<file path="src/rtl/set_assoc_cache_lru_fifo_assert.svh">
// ---------------------------------------------------------------------------
// set_assoc_cache_lru_fifo assertion macros
// shared property wrappers, clocked on clk and disabled in reset
// ---------------------------------------------------------------------------
`ifndef SET_ASSOC_CACHE_LRU_FIFO_ASSERT_SVH
`define SET_ASSOC_CACHE_LRU_FIFO_ASSERT_SVH

// same-cycle implication
`define SACL_ASSERT_NOW(lbl, ante, cons, msg) \
  lbl: assert property (@(posedge clk) disable iff (!rst_n) (ante) |-> (cons)) \
    else $error(msg);

// next-cycle implication
`define SACL_ASSERT_NEXT(lbl, ante, cons, msg) \
  lbl: assert property (@(posedge clk) disable iff (!rst_n) (ante) |=> (cons)) \
    else $error(msg);

`endif

</file>
<file path="src/rtl/sacl_pkg.sv">
// ---------------------------------------------------------------------------
// sacl_pkg
// geometry constants, line and row types, register codes and the
// command and status bundles between controller and datapath
// ---------------------------------------------------------------------------
package sacl_pkg;

  localparam int ADDR_W     = 32;
  localparam int SETS       = 64;
  localparam int WAYS       = 8;
  localparam int STAMP_W    = 32;
  localparam int CNT_W      = 32;
  localparam int SET_W      = $clog2(SETS);
  localparam int WAY_W      = $clog2(WAYS);
  localparam int TAG_W      = ADDR_W;
  localparam int SB_W       = 3;
  localparam int OB_W       = 5;
  localparam int WB_W       = 2;
  localparam int CFG_IDX_W  = 2;
  localparam int CFG_DATA_W = 5;
  localparam int OUT_WAY_W  = 3;
  localparam int PAIRS      = (WAYS + 1) / 2;

  typedef enum logic [CFG_IDX_W-1:0] {
    CFG_SET_BITS    = 2'd0,
    CFG_OFFSET_BITS = 2'd1,
    CFG_WAY_BITS    = 2'd2,
    CFG_USE_FIFO    = 2'd3
  } sacl_cfg_idx_t;

  typedef enum logic [1:0] {
    ST_CLEAR,
    ST_IDLE,
    ST_EVAL,
    ST_COMMIT
  } sacl_state_t;

  typedef struct packed {
    logic               valid;
    logic [TAG_W-1:0]   tag;
    logic [STAMP_W-1:0] stamp;
  } sacl_line_t;

  typedef sacl_line_t [WAYS-1:0] sacl_row_t;

  typedef struct packed {
    logic clr;
    logic capture;
    logic eval;
    logic commit;
  } sacl_cmd_t;

  typedef struct packed {
    logic clr_last;
    logic out_free;
  } sacl_sts_t;

endpackage

</file>
<file path="src/rtl/sacl_ctrl.sv">
// ---------------------------------------------------------------------------
// sacl_ctrl
// sequencer: clearing pass, accept, evaluate, commit
// ---------------------------------------------------------------------------
module sacl_ctrl (
  input  logic               clk,
  input  logic               rst_n,
  input  logic               in_valid,
  output logic               in_stall,
  input  sacl_pkg::sacl_sts_t sts,
  output sacl_pkg::sacl_cmd_t cmd
);

  sacl_pkg::sacl_state_t state_r;
  sacl_pkg::sacl_state_t state_nxt;

  always_ff @(posedge clk) begin
    if (!rst_n) begin
      state_r <= sacl_pkg::ST_CLEAR;
    end else begin
      state_r <= state_nxt;
    end
  end

  always_comb begin
    state_nxt = state_r;
    case (state_r)
      sacl_pkg::ST_CLEAR: begin
        if (sts.clr_last) state_nxt = sacl_pkg::ST_IDLE;
      end
      sacl_pkg::ST_IDLE: begin
        if (in_valid) state_nxt = sacl_pkg::ST_EVAL;
      end
      sacl_pkg::ST_EVAL: begin
        state_nxt = sacl_pkg::ST_COMMIT;
      end
      sacl_pkg::ST_COMMIT: begin
        if (sts.out_free) state_nxt = sacl_pkg::ST_IDLE;
      end
      default: begin
        state_nxt = sacl_pkg::ST_CLEAR;
      end
    endcase
  end

  always_comb begin
    cmd      = '0;
    in_stall = 1'b1;
    case (state_r)
      sacl_pkg::ST_CLEAR: begin
        cmd.clr = 1'b1;
      end
      sacl_pkg::ST_IDLE: begin
        in_stall    = 1'b0;
        cmd.capture = in_valid;
      end
      sacl_pkg::ST_EVAL: begin
        cmd.eval = 1'b1;
      end
      sacl_pkg::ST_COMMIT: begin
        cmd.commit = sts.out_free;
      end
      default: begin
        cmd = '0;
      end
    endcase
  end

endmodule

</file>
<file path="config.mk">
export PLATFORM = sky130hd
export DESIGN_NAME = sacl_ctrl
export DESIGN_NICKNAME = d
export VERILOG_FILES = /design/src/rtl/set_assoc_cache_lru_fifo_assert.svh /design/src/rtl/sacl_pkg.sv /design/src/rtl/sacl_ctrl.sv
export SDC_FILE = /design/constraint.sdc
export NUM_CORES = 1
export LEC_CHECK = 0
export BUFFER_PORTS_ARGS = -buffer_cell sky130_fd_sc_hd__buf_2
export CORE_AREA = 3 3 40 42
export CTS_BUF_LIST = sky130_fd_sc_hd__clkbuf_2 sky130_fd_sc_hd__clkbuf_4 sky130_fd_sc_hd__clkbuf_8
export CTS_CLUSTER_SIZE = 16
export DETAILED_ROUTE_END_ITERATION = 8
export DIE_AREA = 0 0 43 45
export HOLD_SLACK_MARGIN = 0.1
export PLACE_DENSITY = 0.39
export SETUP_SLACK_MARGIN = 0.02
export SYNTH_ARGS = -nofsm -noshare
export SYNTH_HDL_FRONTEND = slang
export SYNTH_SLANG_ARGS = --single-unit
</file>
<file path="constraint.sdc">
create_clock -name clk -period 2.55 [get_ports clk]
set_input_delay 0.51 -clock clk [delete_from_list [all_inputs] [get_ports clk]]
set_output_delay 0.51 -clock clk [all_outputs]
set_load 0.02 [all_outputs]
</file>
==> metrics.cfg, run 1 <==
[floorplanning]
io_pins = 10
num_rows = 13
dieWidth_um = 43
core_area_mm2 = 0.00128
start_util = 0.131
die_h_um = 45
die-area_mm2 = 0.00194

[setup_path]
required_ns = 2.04
critPathMaxFanout = 4
arrival_ns = 1.13
crit_family = flip-flops
critPathSlowestCell = dfxtp_1
slowest_delay_ns = 0.36
crit_buf_inv = 3
cp_common_cell = inv_1
crit_chain = inv_1 > ha_1 > inv_1 > nor2_1 > buf_2
worstSetupPathType = reg -> out
end_kind = primary output
startpoint_type = flop

[final_layout]
reg_top3 = state_r x2
fin_area_um2 = 255
instances_no_fill = 48
area_growth_pct = 51.1
final_util = 0.199
drive_above_1_share = 0.394
antennaDiodeCount = 0
final_net_count = 44
final_cell_mix = buf_2 (9), inv_1 (6), nand2_1 (4), ha_1 (4), clkbuf_4 (3)
regMostFlops = state_r
largest_reg_flops = 2
final_common_cell = buf_2

[detailed_routing]
vias = 169
drc = 0
ant_nets = 0
top_layer = met3
route.met3.wl_um = 58
wl_met1_um = 193
avgViaCountPerCell = 3.52
drt-initial-drc-count = 6
wl_um = 358
dr_wl_met2_um = 105
wire_per_inst_um = 7.46
drt-pass1-iter-count = 4

[power]
p_sw_frac = 0.458
power_density_mw_per_mm2 = 1230
vdd_drop_max_v = 0.000406
p_comb_frac = 0.579
switching_power_mw = 0.143
pwr-share-seq = 0.205
p_int_mw = 0.170
clkPwrFrac = 0.216
leakage_nw = 0.151
p_total_mw = 0.313

[clock_network]
htreeDepth = 1
cts_resized = 0
cts_hold_buf = 0
root_buffer = clkbuf_4
cts_buffer_depth = 2
clk_pin_slew_worst_paths_ns = 0.03
cts.sinks = 2
post_cts_buffers = 0
clock_latency_ns = 0.22
cts_tree = yes
cts_inserted_buffers = 3

[placement]
portBuffers = 9
dpl.hpwl_um = 302
place_area_um2 = 233
place_congestion = 0.659
pre_cts_ws_ns = 1.05
dpl.cell_count = 45

[timing]
period_needed_ns = 1.64
relSlewSlack = 0.645
rsz0062_at_grt = false
final-hold-violation-count = 0
fin_skew_ns = 0.00437
max_freq_ghz = 0.609
worst_pin_slew_ns = 0.533
finalCritPeriodShare = 0.644
holdWs_ns = 0.497
finalWorstSetupSlack_ns = 0.907
final_max_slew_viol_count = 0
fin_setup_tns_ns = 0
setup_violations = 0

[min_path]
hp-class = reg -> reg

[synthesis]
avgSynthCellArea_um2 = 8.04
synth_fp_nets = 30
synth_cell_types = 8
yosysWarnings = 0
ys_seq_area_frac = 0.237
syn_inst = 21
synth_seq_cells = 2
syn_area_um2 = 169

[global_routing]
grt.total_usage = 0.0532
grt_start_max_net_pins = 5
grt_remaining_overflow = 0
grt_pass1_wl_um = 703
grt_pass1_vias = 167
antenna_found_initial = 0

[job]
cap_violations = 0

[outcome]
status = finished clean

==> metal layers <==
layer,track usage,up-vias
met4,0.0542,0
li1,-,90
met5,0,-
met3,0.0438,0
met2,0.0629,10
met1,0.0552,69
==> power groups by stage <==
stage	clock (mW)	sequential, mW	combinational (mW)
global placement	0	0.0651	0.184
floorplan	0	0.0617	0.138
detailed placement	0	0.0646	0.185
global route	0.0779	0.0679	0.206
CTS	0.0721	0.0642	0.185
finish	0.0677	0.0641	0.181
==> worst reg2reg max path, delay by kind of cell (launching register included) <==
kind / cells / cell delay [ns]
fa+ha+maj: 1 / 0.21
mux: 1 / 0.25
flops: 1 / 0.36
buf+inv: 1 / 0.08
compound gates: 1 / 0.51
==> final cells by class <==
cell class	count	area (um^2)
Clock buffer	3	22.5
Tap cell	15	18.8
Sequential cell	2	40.0
Inverter	6	22.5
Multi-Input combinational cell	13	106
Timing Repair Buffer	9	45.0
Fill cell	143	1030
==> final timing paths <==
check               end  depth (start not counted)  startpoint  slack, ns
max              cmd[2]                          5  state_r[1]       0.91
min          state_r[1]                          2  state_r[1]       0.50
max reg2reg  state_r[0]                          4  state_r[0]       1.07
min reg2reg  state_r[1]                          2  state_r[1]       0.50
==> logic make-up after synthesis <==
group / share of synthesized area
simple gates: 0.156
fa+ha+maj: 0.296
flops: 0.237
mux: 0.119
compound gates: 0.0593
buf+inv: 0.133
==> cell usage after synthesis <==
cell	n	share of area
nor2_1	1	0.022
nand2_1	4	0.089
and2_2	1	0.044
mux2i_1	2	0.12
a222oi_1	1	0.059
inv_1	6	0.13
ha_1	4	0.30
dfxtp_1	2	0.24
(Power assumes the default switching activity.)
==> run 2: changes to the inputs <==
==> constraint.sdc (replaced) <==
create_clock -name clk -period 1.6 [get_ports clk]
set_input_delay 0.32 -clock clk [delete_from_list [all_inputs] [get_ports clk]]
set_output_delay 0.32 -clock clk [all_outputs]
set_load 0.02 [all_outputs]
==> run 2 against run 1 <==
Against the previous run: final cell count up 2.1%; hold slack got worse by 0.11 ns; non-clock buffer count up 1; critical path depth unchanged; count of clock-buffer cells in the layout unchanged; setup slack worse by 0.72 ns; first-iteration DRC count fell by 50%; wire length grew 5.0%; largest power group unchanged; highest routed layer unchanged.
==> metrics.cfg, run 2 (synthesis results as in run 1) <==
[timing]
fin_setup_tns_ns = 0  ; unchanged
period_needed_ns = 1.42
finalCritPeriodShare = 0.885
relSlewSlack = 0.824  ; was 0.645
max_freq_ghz = 0.706
setup_violations = 0  ; unchanged
rsz0062_at_grt = false  ; unchanged
fin_skew_ns = 0.00543  ; was 0.00437 ns
final_max_slew_viol_count = 0  ; unchanged
worst_pin_slew_ns = 0.263  ; was 0.533 ns
final-hold-violation-count = 0  ; unchanged

[outcome]
status = finished clean  ; unchanged

[setup_path]
worstSetupPathType = reg -> out  ; unchanged
required_ns = 1.28  ; was 2.04 ns
critPathMaxFanout = 4  ; unchanged
startpoint_type = flop  ; unchanged
arrival_ns = 1.10  ; was 1.13 ns
end_kind = primary output  ; unchanged

[clock_network]
post_cts_buffers = 0  ; unchanged
cts_buffer_depth = 2  ; unchanged
root_buffer = clkbuf_4  ; unchanged
cts_tree = yes  ; unchanged
clock_latency_ns = 0.22  ; about the same
cts_inserted_buffers = 3  ; unchanged
clk_pin_slew_worst_paths_ns = 0.03  ; about the same
cts.sinks = 2  ; unchanged
htreeDepth = 1  ; unchanged
cts_resized = 0  ; unchanged
cts_hold_buf = 0  ; unchanged

[detailed_routing]
drt-pass1-iter-count = 4  ; unchanged
ant_nets = 0  ; unchanged
drt-initial-drc-count = 3  ; was 6
wl_um = 376  ; was 358 um
drc = 0  ; unchanged
vias = 173  ; was 169
avgViaCountPerCell = 3.53  ; was 3.52
wire_per_inst_um = 7.67  ; was 7.46 um

[final_layout]
largest_reg_flops = 2  ; unchanged
final_common_cell = buf_2  ; unchanged
antennaDiodeCount = 0  ; unchanged
fin_area_um2 = 264  ; was 255 um^2
regMostFlops = state_r  ; unchanged
final_net_count = 45  ; was 44
drive_above_1_share = 0.441  ; was 0.394
final_util = 0.205  ; was 0.199
reg_top3 = state_r x2  ; unchanged
area_growth_pct = 56.3  ; was 51.1%
final_cell_mix = buf_2 (9), inv_1 (6), nand2_1 (4), ha_1 (4), clkbuf_4 (3)  ; unchanged

[power]
power_density_mw_per_mm2 = 1980  ; was 1230 mW/mm^2
p_total_mw = 0.523  ; was 0.313 mW
vdd_drop_max_v = 0.000636  ; was 0.000406 V
p_sw_frac = 0.446  ; was 0.458
p_int_mw = 0.290  ; was 0.170 mW
p_comb_frac = 0.587  ; was 0.579
pwr-share-seq = 0.201  ; was 0.205
switching_power_mw = 0.233  ; was 0.143 mW
leakage_nw = 0.156  ; was 0.151 nW
clkPwrFrac = 0.213  ; was 0.216

[placement]
portBuffers = 9  ; unchanged
place_area_um2 = 240  ; was 233 um^2
place_congestion = 0.664  ; was 0.659

[min_path]
hp-class = in -> reg  ; was reg -> reg

[global_routing]
grt_pass1_wl_um = 627  ; was 703 um
grt_pass1_vias = 154  ; was 167
grt_remaining_overflow = 0  ; unchanged
antenna_found_initial = 0  ; unchanged
grt.total_usage = 0.0482  ; was 0.0532
grt_start_max_net_pins = 5  ; unchanged

[floorplanning]
die-area_mm2 = 0.00194  ; unchanged
dieWidth_um = 43  ; unchanged
die_h_um = 45  ; unchanged
io_pins = 10  ; unchanged
core_area_mm2 = 0.00128  ; unchanged
num_rows = 13  ; unchanged
start_util = 0.131  ; unchanged

[job]
cap_violations = 0  ; unchanged

run 2: area by class of cell:
cell class / instances / area [um^2]
sequential: 2 / 41.3
timing repair buffer: 10 / 52.6
tap: 15 / 18.8
clock buffer: 3 / 22.5
multi-input combinational: 13 / 106
inverter: 6 / 22.5
fill: 144 / 1020
run 2: path summary, 6_finish.rpt:
check,from,to,slack [ns],cells after the start
hold reg to reg,state_r[1],state_r[1],0.48,2
setup / recovery,state_r[1],cmd[2],0.18,5
hold / removal,rst_n,state_r[1],0.39,3
setup reg to reg,state_r[0],state_r[1],0.23,5
run 2: metrics by stage:
stage	hold WS, ns	setup WS (ns)	cells
6_report	0.386	0.184	49
5_1_grt	0.401	0.0686	49
4_1_cts	0.379	0.103	49
3_5_place_dp	0.496	0.232	46
2_1_floorplan	0.466	0.157	21
3_3_place_gp	0.497	0.207	46
run 2: power groups by stage:
stage          Clock [mW]  Sequential, mW  Combinational (mW)
2_1_floorplan           0          0.0983               0.220
3_3_place_gp            0           0.103               0.318
3_5_place_dp            0           0.105               0.313
4_1_cts             0.118           0.104               0.313
5_1_grt             0.119           0.110               0.348
6_report            0.111           0.105               0.307
run 2: layer usage:
layer,vias to the layer above,routed length (um),GRT usage
met5,-,0,0
met3,0,55,0.0398
li1,91,-,-
met2,12,114,0.0539
met1,70,206,0.0576
met4,0,0,0.0361
run 2: worst max-delay path, cell delays in order (launching register included):
cell	delay [ns]
dfxtp_2	0.34
inv_1	0.06
ha_1	0.18
inv_1	0.09
nor2_1	0.05
buf_2	0.15
